[src/rtl/atps_pkg.sv]
// Package with the beat types, register codes and reset values of the tone sequencer.
`timescale 1ns / 1ps
`default_nettype none
package atps_pkg;

	typedef struct packed {
		logic        kind;
		logic [31:0] now_ms;
		logic [1:0]  new_mode;
	} in_item_t;

	typedef struct packed {
		logic        tone_enable;
		logic [15:0] tone_freq;
	} out_item_t;

	typedef struct packed {
		logic [15:0] warn_on_time;
		logic [15:0] warn_off_time;
		logic [15:0] crit_continuous_time;
		logic [15:0] crit_on_time;
		logic [15:0] crit_off_time;
		logic [15:0] warn_freq;
		logic [15:0] crit_freq;
	} atps_cfg_t;

	typedef struct packed {
		logic [1:0]  mode;
		logic [31:0] mode_start;
		logic [31:0] last_toggle;
		logic        pattern_on;
		logic        continuous_done;
		logic        drive_on;
		logic        freq_is_critical;
	} atps_state_t;

	// Beat kinds.
	localparam logic KIND_TICK = 1'b0;
	localparam logic KIND_MODE = 1'b1;

	// Mode codes.
	localparam logic [1:0] MODE_SILENT = 2'd0;
	localparam logic [1:0] MODE_WARN   = 2'd1;
	localparam logic [1:0] MODE_CRIT   = 2'd2;

	// Register indexes.
	localparam int unsigned CFG_INDEX_W = 3;
	localparam logic [CFG_INDEX_W-1:0] REG_WARN_ON   = 3'd0;
	localparam logic [CFG_INDEX_W-1:0] REG_WARN_OFF  = 3'd1;
	localparam logic [CFG_INDEX_W-1:0] REG_CRIT_CONT = 3'd2;
	localparam logic [CFG_INDEX_W-1:0] REG_CRIT_ON   = 3'd3;
	localparam logic [CFG_INDEX_W-1:0] REG_CRIT_OFF  = 3'd4;
	localparam logic [CFG_INDEX_W-1:0] REG_WARN_FREQ = 3'd5;
	localparam logic [CFG_INDEX_W-1:0] REG_CRIT_FREQ = 3'd6;

	// Register reset values.
	localparam logic [15:0] RST_WARN_ON   = 16'd500;
	localparam logic [15:0] RST_WARN_OFF  = 16'd1000;
	localparam logic [15:0] RST_CRIT_CONT = 16'd2000;
	localparam logic [15:0] RST_CRIT_ON   = 16'd300;
	localparam logic [15:0] RST_CRIT_OFF  = 16'd300;
	localparam logic [15:0] RST_WARN_FREQ = 16'd500;
	localparam logic [15:0] RST_CRIT_FREQ = 16'd2000;

endpackage
`default_nettype wire

[src/rtl/alarm_tone_pattern_sequencer_unit.sv]
// Top level of the alarm tone pattern sequencer. Every request beat is either a mode change
// (silent, warning or critical) or a tick carrying the current time in milliseconds, and
// every request beat yields exactly one response beat with the tone enable flag and the tone
// frequency in hertz. A beat is taken into an input register, passes through the pattern
// logic, which updates the mode and timing state, and lands in an output register; its
// response is offered on the cycle after the one in which it leaves the input register,
// which it does once the output register is empty or its response is being taken.
// The block takes one beat every cycle for as long as the response side keeps up, and the
// input register fills behind a stalled output register, so one beat waits there while a
// finished response is held. Elapsed times are 32-bit wrapping differences against the
// latched start and last toggle times; a tick at time zero leaves the start unlatched.
// The user writes the seven timing and frequency registers through the cfg port only while
// no beat is in flight, unenforced by the block; the frequency follows them as they stand.
`timescale 1ns / 1ps
`default_nettype none
module alarm_tone_pattern_sequencer_unit
	import atps_pkg::*;
(
	input  wire logic                   clk,
	input  wire logic                   arst_n,
	input  wire logic                   req_valid,
	output logic                        req_ready,
	input  wire in_item_t               req_data,
	output logic                        rsp_valid,
	input  wire logic                   rsp_ready,
	output out_item_t                   rsp_data,
	input  wire logic                   cfg_we,
	input  wire logic [CFG_INDEX_W-1:0] cfg_index,
	input  wire logic [15:0]            cfg_wdata
);

	// Input register stage.
	logic     valid_s1;
	in_item_t item_s1;

	// Output register stage.
	logic      valid_s2;
	out_item_t result_s2;

	atps_cfg_t cfg;
	out_item_t result;
	logic      advance;

	// The beat in the input register moves on whenever the output register is empty or
	// its response is being taken in this cycle; the state update happens at that edge.
	assign advance   = valid_s1 && (!valid_s2 || rsp_ready);
	assign req_ready = !valid_s1 || advance;

	atps_cfg_regs u_cfg (
		.clk       (clk),
		.arst_n    (arst_n),
		.cfg_we    (cfg_we),
		.cfg_index (cfg_index),
		.cfg_wdata (cfg_wdata),
		.cfg       (cfg)
	);

	atps_core u_core (
		.clk    (clk),
		.arst_n (arst_n),
		.step   (advance),
		.item   (item_s1),
		.cfg    (cfg),
		.result (result)
	);

	always_ff @(posedge clk or negedge arst_n) begin
		if (!arst_n) begin
			valid_s1 <= 1'b0;
			valid_s2 <= 1'b0;
		end else begin
			if (req_ready) begin
				valid_s1 <= req_valid;
			end
			if (advance) begin
				valid_s2 <= 1'b1;
			end else if (rsp_ready) begin
				valid_s2 <= 1'b0;
			end
		end
	end

	// Payload registers carry no reset; the valid flags qualify them.
	always_ff @(posedge clk) begin
		if (req_ready && req_valid) begin
			item_s1 <= req_data;
		end
		if (advance) begin
			result_s2 <= result;
		end
	end

	assign rsp_valid = valid_s2;
	assign rsp_data  = result_s2;

endmodule
`default_nettype wire

[src/rtl/atps_cfg_regs.sv]
// Configuration register file of the tone sequencer.
`timescale 1ns / 1ps
`default_nettype none
module atps_cfg_regs
	import atps_pkg::*;
(
	input  wire logic                   clk,
	input  wire logic                   arst_n,
	input  wire logic                   cfg_we,
	input  wire logic [CFG_INDEX_W-1:0] cfg_index,
	input  wire logic [15:0]            cfg_wdata,
	output atps_cfg_t                   cfg
);

	atps_cfg_t cfg_q;

	always_ff @(posedge clk or negedge arst_n) begin
		if (!arst_n) begin
			cfg_q.warn_on_time         <= RST_WARN_ON;
			cfg_q.warn_off_time        <= RST_WARN_OFF;
			cfg_q.crit_continuous_time <= RST_CRIT_CONT;
			cfg_q.crit_on_time         <= RST_CRIT_ON;
			cfg_q.crit_off_time        <= RST_CRIT_OFF;
			cfg_q.warn_freq            <= RST_WARN_FREQ;
			cfg_q.crit_freq            <= RST_CRIT_FREQ;
		end else if (cfg_we) begin
			case (cfg_index)
				REG_WARN_ON: begin
					cfg_q.warn_on_time <= cfg_wdata;
				end
				REG_WARN_OFF: begin
					cfg_q.warn_off_time <= cfg_wdata;
				end
				REG_CRIT_CONT: begin
					cfg_q.crit_continuous_time <= cfg_wdata;
				end
				REG_CRIT_ON: begin
					cfg_q.crit_on_time <= cfg_wdata;
				end
				REG_CRIT_OFF: begin
					cfg_q.crit_off_time <= cfg_wdata;
				end
				REG_WARN_FREQ: begin
					cfg_q.warn_freq <= cfg_wdata;
				end
				REG_CRIT_FREQ: begin
					cfg_q.crit_freq <= cfg_wdata;
				end
				default: begin
					// Writes to unused indexes are dropped.
				end
			endcase
		end
	end

	assign cfg = cfg_q;

endmodule
`default_nettype wire

[src/rtl/atps_core.sv]
// Pattern state registers and the single-pass next-state logic of the tone sequencer.
`timescale 1ns / 1ps
`default_nettype none
module atps_core
	import atps_pkg::*;
(
	input  wire logic      clk,
	input  wire logic      arst_n,
	input  wire logic      step,
	input  wire in_item_t  item,
	input  wire atps_cfg_t cfg,
	output out_item_t      result
);

	atps_state_t cur_q;
	atps_state_t nxt;

	always_comb begin
		logic [31:0] gone;
		logic [31:0] total;
		logic [31:0] on_len;
		logic [31:0] off_len;
		logic        is_crit;
		logic        do_blink;

		nxt      = cur_q;
		gone     = '0;
		total    = '0;
		do_blink = 1'b0;
		is_crit  = (cur_q.mode == MODE_CRIT);
		on_len   = is_crit ? {16'd0, cfg.crit_on_time}  : {16'd0, cfg.warn_on_time};
		off_len  = is_crit ? {16'd0, cfg.crit_off_time} : {16'd0, cfg.warn_off_time};

		if (item.kind == KIND_MODE) begin
			if (item.new_mode != cur_q.mode) begin
				nxt.mode            = item.new_mode;
				nxt.mode_start      = '0;
				nxt.last_toggle     = '0;
				nxt.pattern_on      = 1'b0;
				nxt.continuous_done = 1'b0;
				if (item.new_mode == MODE_SILENT) begin
					nxt.drive_on = 1'b0;
				end
			end
		end else begin
			// A zero start time means the start has not been latched yet.
			if (cur_q.mode_start == '0) begin
				nxt.mode_start  = item.now_ms;
				nxt.last_toggle = item.now_ms;
			end
			gone  = item.now_ms - nxt.last_toggle;
			total = item.now_ms - nxt.mode_start;

			case (cur_q.mode)
				MODE_WARN: begin
					do_blink = 1'b1;
				end
				MODE_CRIT: begin
					if (!cur_q.continuous_done) begin
						if (total == '0) begin
							nxt.drive_on         = 1'b1;
							nxt.freq_is_critical = 1'b1;
						end
						if (total >= {16'd0, cfg.crit_continuous_time}) begin
							nxt.continuous_done = 1'b1;
							nxt.last_toggle     = item.now_ms;
							nxt.pattern_on      = 1'b0;
							nxt.drive_on        = 1'b0;
						end
					end else begin
						do_blink = 1'b1;
					end
				end
				default: begin
					nxt.drive_on = 1'b0;
				end
			endcase

			if (do_blink) begin
				if (cur_q.pattern_on) begin
					if (gone >= on_len) begin
						nxt.pattern_on  = 1'b0;
						nxt.last_toggle = item.now_ms;
						nxt.drive_on    = 1'b0;
					end
				end else if (gone >= off_len) begin
					nxt.pattern_on       = 1'b1;
					nxt.last_toggle      = item.now_ms;
					nxt.drive_on         = 1'b1;
					nxt.freq_is_critical = is_crit;
				end
			end
		end
	end

	always_ff @(posedge clk or negedge arst_n) begin
		if (!arst_n) begin
			cur_q <= '0;
		end else if (step) begin
			cur_q <= nxt;
		end
	end

	assign result.tone_enable = nxt.drive_on;
	assign result.tone_freq   = nxt.freq_is_critical ? cfg.crit_freq : cfg.warn_freq;

endmodule
`default_nettype wire

[config.mk]
export PLATFORM = sky130hd
export DESIGN_NAME = alarm_tone_pattern_sequencer_unit
export DESIGN_NICKNAME = d
export VERILOG_FILES = /design/src/rtl/atps_pkg.sv /design/src/rtl/alarm_tone_pattern_sequencer_unit.sv /design/src/rtl/atps_cfg_regs.sv /design/src/rtl/atps_core.sv
export SDC_FILE = /design/constraint.sdc
export NUM_CORES = 1
export LEC_CHECK = 0
export BUFFER_PORTS_ARGS = -buffer_cell sky130_fd_sc_hd__buf_2
export CAP_MARGIN = 25
export CORE_ASPECT_RATIO = 0.7
export CORE_MARGIN = 2
export CORE_UTILIZATION = 50
export DETAILED_ROUTE_END_ITERATION = 10
export PLACE_DENSITY = 0.76
export SYNTH_ARGS = -nofsm -noshare
export SYNTH_HDL_FRONTEND = slang
export SYNTH_SLANG_ARGS = --single-unit
[constraint.sdc]
create_clock -name clk -period 7.1 [get_ports clk]
set_input_delay 1.42 -clock clk [delete_from_list [all_inputs] [get_ports clk]]
set_output_delay 1.42 -clock clk [all_outputs]
set_load 0.02 [all_outputs]
### Word level (Yosys, flattened, before mapping)

Index checks and enable logic that the tools add are counted.

* add/subtract/negate cells: 2
* multiply operators: 0
* div/mod/pow operators: 0
* $lt $le $gt $ge: 3
* equal/unequal tests: 10
* shift operators: 0
* muxes and demuxes: 34
* bitwise gates (word level): 0
* reduce and logical (&&, ||, !) cells: 22

Operator list (number)
* $mux W67: 2
* $mux W33: 4
* $mux W64: 2
* $mux W36: 3
* $ge A32 B32 Y1: 2
* $logic_not A32 Y1: 2
* $sub A32 B32 Y32: 2
* $mux W16: 3
* $mux W35: 1
* $mux W34: 1
* $ge A32 B16 Y1: 1
* $reduce_and A2 Y1: 8
* $mux W2: 6
* $mux W1: 10
* $eq A3 B3 Y1 const B: 3
* $eq A3 B2 Y1 const B: 2
* $reduce_and A3 Y1: 2
* $pmux W1 S2: 2
* $reduce_bool A2 Y1: 2
* $eq A3 B1 Y1 const B: 1
* $logic_not A3 Y1: 1
* $eq A2 B1 Y1 const B: 1
* $eq A2 B2 Y1 const B: 1
* $logic_and A1 B1 Y1: 2
* other kinds (5): 7

* bits in registers: 236
* bits in latches: 0
* memory bits (writable): 0
* memory bits (read-only): 0
* input bits: 59
* output and inout port bits: 19
* word-level logic and storage cells: 92
* memories kept: 0

### Longest topological paths before layout

* depth in word-level cells: 19
* depth in mapped cells: 27

### By module

Synthesis repeated with hierarchy kept, for this count alone.

* cells, all modules: 1527
* area total of the unflattened synthesis: 15862.7 µm²

Modules (own cells, without submodules)
* atps_core: times used 1, cells each 1222, area each 9845.7 µm²
* atps_cfg_regs: times used 1, cells each 245, area each 4351.7 µm²
* alarm_tone_pattern_sequencer_unit: times used 1, cells each 60, area each 1665.3 µm²

### Worst setup path after synthesis

OpenSTA, ideal clock, no wires.

* path type: reg-to-reg
* start point: reg u_core.cur_q[38] in the netlist's numbering
* end point: reg result_s2, in the netlist rsp_data[10], data pin
* arrival time: 5.461 ns
* data required time: 6.826 ns
* slack: 1.365 ns
* stages on the path, launching flop included: 23
* period minus slack after synthesis: 5.735 ns
* path through: dfrtp_1 nor4_1 nand4_1 nor2_1 clkbuf_1 mux2i_1 ha_1 clkbuf_1 a21o_1 a211oi_1 nand2_1 a21boi_0 xnor2_1 ha_1 a21o_1 a211o_1 a221oi_1 o21ai_0 nor4_4 clkbuf_1 a2111oi_0 a311oi_1 o311ai_1

RTL lines
* from (decl): RTL line atps_core.sv:15 `atps_state_t cur_q;`
* from (signal assigned): RTL line atps_core.sv:100 `cur_q <= nxt;`
* to (signal assigned): RTL line alarm_tone_pattern_sequencer_unit.sv:89 `result_s2 <= result;`
* to (decl): RTL line alarm_tone_pattern_sequencer_unit.sv:38 `out_item_t result_s2;`

==> impl_metrics.env <==
export IMPL_groute_usage_overall_pct=26.7
export IMPL_timing_hold_worst_class="reg -> reg"
export IMPL_initial_utilization_pct=50.5
export IMPL_ys_warnings_count=0
export IMPL_insertion_delay_ns=0.55
export IMPL_finalWirelength_um=44400
export IMPL_power_frac_comb_pct=56.9
export IMPL_route_detailed_vias_per_inst=6.52
export IMPL_p_switching_w=0.00339
export IMPL_cpMaxStageDelayCell="sky130_fd_sc_hd__and4_1"
export IMPL_reg2reg_setup_slack_ns=0.26
export IMPL_gr_total_overflow=0
export IMPL_post_synth_cell_types=81
export IMPL_ys_seq_area_share_pct=39.7
export IMPL_io_pins=78
export IMPL_sw_frac_of_total_pct=44.6
export IMPL_post_cts_hold_buffer_count=0
export IMPL_p_int_w=0.00422
export IMPL_dp_final_hpwl_um=32800
export IMPL_slew_viol_final=0
export IMPL_rsz_0062_raised_after_global_routing="false"
export IMPL_ctsResizeCount=0
export IMPL_number_of_global_route_vias_before_repair=12600
export IMPL_fin_crit_sh_pct=96.3
export IMPL_postSynthRegisterBits=236
export IMPL_post_drt_wl_per_cell_um=21.8
export IMPL_postSynthNetCount=1725
export IMPL_diodes=0
export IMPL_crit_path_end_kind="flip-flop"
export IMPL_placed_area_mm2=0.0164
export IMPL_rows=54
export IMPL_reg2reg_from="u_core.cur_q[61]$_DFFE_PN0P_"
export IMPL_die_height_um=152
export IMPL_path_max_fanout=24
export IMPL_pin_count_of_the_biggest_net_entering_global_routing=88
export IMPL_route_detailed_drc=0
export IMPL_outcome="complete, no violations"
export IMPL_setup_viol_count_final=0
export IMPL_synth_top_area_share_pct=23.3
export IMPL_global_route_wire_length_before_repair_um=70700
export IMPL_p_per_area_mw_per_mm2=439
export IMPL_die_width_um=215
export IMPL_layout_cells_most_common_list="146 x sky130_fd_sc_hd__dfrtp_1, 134 x sky130_fd_sc_hd__nand2_1, 111 x sky130_fd_sc_hd__ha_1, 108 x sky130_fd_sc_hd__a21oi_1, 103 x sky130_fd_sc_hd__mux2_2"
export IMPL_crit_chain="nor4_1, nand4_1, nor2_4, buf_4, buf_4, mux2i_1, ha_1, nand4_2, or4_1, o22a_1, o211ai_2, nor2_2, a2111o_1, a2111oi_4, and4_1, a21oi_4, o21a_4, o311ai_1"
export IMPL_clk_root_buffer_cell="sky130_fd_sc_hd__clkbuf_16"
export IMPL_area_delta_synth_final_pct=10.6
export IMPL_fin_setup_tns_ns=0
export IMPL_maxCapViolations=0
export IMPL_netlist_area_mm2=0.0157
export IMPL_drt_pre_antenna_iters=7
export IMPL_dpl_cell_count=1986
export IMPL_rr_worst_depth=18
export IMPL_gp_routability_congestion=0.967
export IMPL_pwr_share_clk_pct=17.9
export IMPL_slowest_delay_ns=0.71
export IMPL_fp_coreArea_mm2=0.0310
export IMPL_grt_antenna_before_repair=0
export IMPL_final_cell_count_no_fill=2035
export IMPL_postSynth_topFlopCell="sky130_fd_sc_hd__dfrtp_1"
export IMPL_post_cts_buffers=0
export IMPL_worstHoldEndpoint="u_core.cur_q[30]$_DFFE_PN0P_"
export IMPL_postRouteAntennaNets=0
export IMPL_cts_tree="yes"
export IMPL_start_kind="flip-flop"
export IMPL_io_buffers=77
export IMPL_crit_required_ns=7.42
export IMPL_synth_edff_count=52
export IMPL_clkSlewWorstSetupHoldPaths_ns=0.06
export IMPL_final_min_clock_period_ns=6.84
export IMPL_cts_max_path_buffers=3
export IMPL_netlist_instances=1552
export IMPL_critPathKind="reg -> reg"
export IMPL_synth_async_reset_ratio_pct=78.0
export IMPL_peakVddDrop_v=0.000282
export IMPL_finalHoldViolCount=0
export IMPL_power_sequential_fraction_pct=25.3
export IMPL_cts_buffers_inserted=25
export IMPL_nNetsFinal=1769
export IMPL_min_delay_start="u_core.cur_q[30]$_DFFE_PN0P_"
export IMPL_yosys_area_top_type="sky130_fd_sc_hd__dfrtp_1"
export IMPL_finalInstanceArea_mm2=0.0173
export IMPL_via_total_after_detailed_routing=13300
export IMPL_drive_above_1_share_pct=19.0
export IMPL_first_iter_violations=1736
export IMPL_layout_commonest_cell="sky130_fd_sc_hd__dfrtp_1"
export IMPL_hold_path_depth=1
export IMPL_arrival_ns=7.16
export IMPL_fin_skew_ns=0.0239
export IMPL_synthesis_area_per_instance_um2=10.1
export IMPL_power_leakage_nw=7.09
export IMPL_path_common_cell="sky130_fd_sc_hd__buf_4"
export IMPL_rr_endpoint="rsp_data[14]$_DFFE_PP_"
export IMPL_fin_hold_ws_ns=0.499
export IMPL_slew_limit_headroom_pct=33.5
export IMPL_netlist_top_cells_area="sky130_fd_sc_hd__dfrtp_1 23%, sky130_fd_sc_hd__edfxtp_1 10%, sky130_fd_sc_hd__ha_1 9.0%, sky130_fd_sc_hd__mux2_2 7.4%, sky130_fd_sc_hd__dfstp_2 6.4%"
export IMPL_worst_pin_slew_ns=0.998
export IMPL_clock_sinks=236
export IMPL_clock_tree_htree_level_count=1
export IMPL_achievable_frequency_mhz=146
export IMPL_layout_filler_cells=2665
export IMPL_dieArea_mm2=0.0328
-- critical path, delay by kind of cell, from the launching register on --
kind	cells	cell delay [ns]
AND/OR/NAND/NOR	7	2.67
AO/OA/AOI/OAI	7	2.21
buffers and inverters	2	0.72
adder cells (fa/ha/maj)	1	0.42
flip-flops	1	0.39
multiplexers	1	0.15
-- per-layer routing --
layer | global-route usage, % | wire length [µm]
met2 | 38.7 | 18600
met5 | 0 | 0
met3 | 5.79 | 4080
met1 | 41.1 | 20900
met4 | 4.76 | 764
-- through the flow --
stage | utilization (%) | setup slack (ns) | power, W
CTS | 55.6 | 0.437 | 0.00750
finish | 55.9 | 0.264 | 0.00761
floorplan | - | 1.37 | 0.00502
detailed placement | 52.9 | 0.491 | 0.00612
global placement | 52.8 | 0.706 | 0.00599
global route | 55.9 | 0.0964 | 0.00813
-- sequential cells by signal, summed over array words and instances, names as in the netlist --
register / flops
item_s1: 35
rsp_valid: 1
u_cfg.cfg: 112
rsp_data: 17
u_core.cur_q: 70
valid_s1: 1
-- cells in the mapped netlist (18+ instances only) --
master and number:
sky130_fd_sc_hd__mux2_2 103, sky130_fd_sc_hd__inv_1 53, sky130_fd_sc_hd__xnor2_1 23, sky130_fd_sc_hd__mux2i_1 62
sky130_fd_sc_hd__ha_1 112, sky130_fd_sc_hd__a21oi_1 108, sky130_fd_sc_hd__nor2_1 66, sky130_fd_sc_hd__a2111oi_0 19
sky130_fd_sc_hd__a311oi_1 21, sky130_fd_sc_hd__o2111ai_1 26, sky130_fd_sc_hd__a22o_1 49, sky130_fd_sc_hd__clkbuf_1 63
sky130_fd_sc_hd__nand4_1 18, sky130_fd_sc_hd__nor3_1 22, sky130_fd_sc_hd__nand2_1 134, sky130_fd_sc_hd__dfstp_2 38
sky130_fd_sc_hd__nor4_1 19, sky130_fd_sc_hd__o21ai_0 99, sky130_fd_sc_hd__edfxtp_1 52, sky130_fd_sc_hd__dfrtp_1 146
sky130_fd_sc_hd__nand2b_1 18, sky130_fd_sc_hd__a21o_1 36
-- cell families (layout without fill, tap and decap cells) --
family | after synthesis | count (layout) | synth area share [%]
fa+ha+maj | 114 | 114 | 9.21
flops | 236 | 236 | 39.7
buf+inv | 136 | 199 | 3.52
simple gates | 358 | 358 | 11.4
xor+xnor | 39 | 39 | 2.18
compound gates | 504 | 504 | 22.7
mux | 165 | 165 | 11.4
-- power groups by stage --
stage	logic, W	registers, W	clock network [W]
finish	0.00433	0.00192	0.00136
global route	0.00474	0.00195	0.00144
CTS	0.00420	0.00193	0.00137
detailed placement	0.00417	0.00195	0
global placement	0.00406	0.00193	0
floorplan	0.00312	0.00189	0
-- worst max path at each step --
stage | from | endpoint | cells after the start
2_1_floorplan | u_core.cur_q[38]$_DFFE_PN0P_ | rsp_data[10]$_DFFE_PP_ | 22
3_3_place_gp | u_core.cur_q[45]$_DFFE_PN0P_ | rsp_data[15]$_DFFE_PP_ | 18
3_5_place_dp | u_core.cur_q[61]$_DFFE_PN0P_ | u_core.cur_q[19]$_DFFE_PN0P_ | 19
4_1_cts | u_core.cur_q[61]$_DFFE_PN0P_ | u_core.cur_q[15]$_DFFE_PN0P_ | 19
5_1_grt | u_core.cur_q[61]$_DFFE_PN0P_ | u_core.cur_q[14]$_DFFE_PN0P_ | 19
6_report | u_core.cur_q[61]$_DFFE_PN0P_ | rsp_data[14]$_DFFE_PP_ | 18
-- layout make-up --
type	count	area, µm²	share of cell area (%)
Clock buffer	29	703	4.06
Sequential cell	236	6210	35.9
Inverter	55	206	1.19
Timing Repair Buffer	98	601	3.47
Multi-Input combinational cell	1180	8920	51.5
Tap cell	420	526	3.03
Clock inverter	17	150	0.867
(Power assumes the default switching activity.)
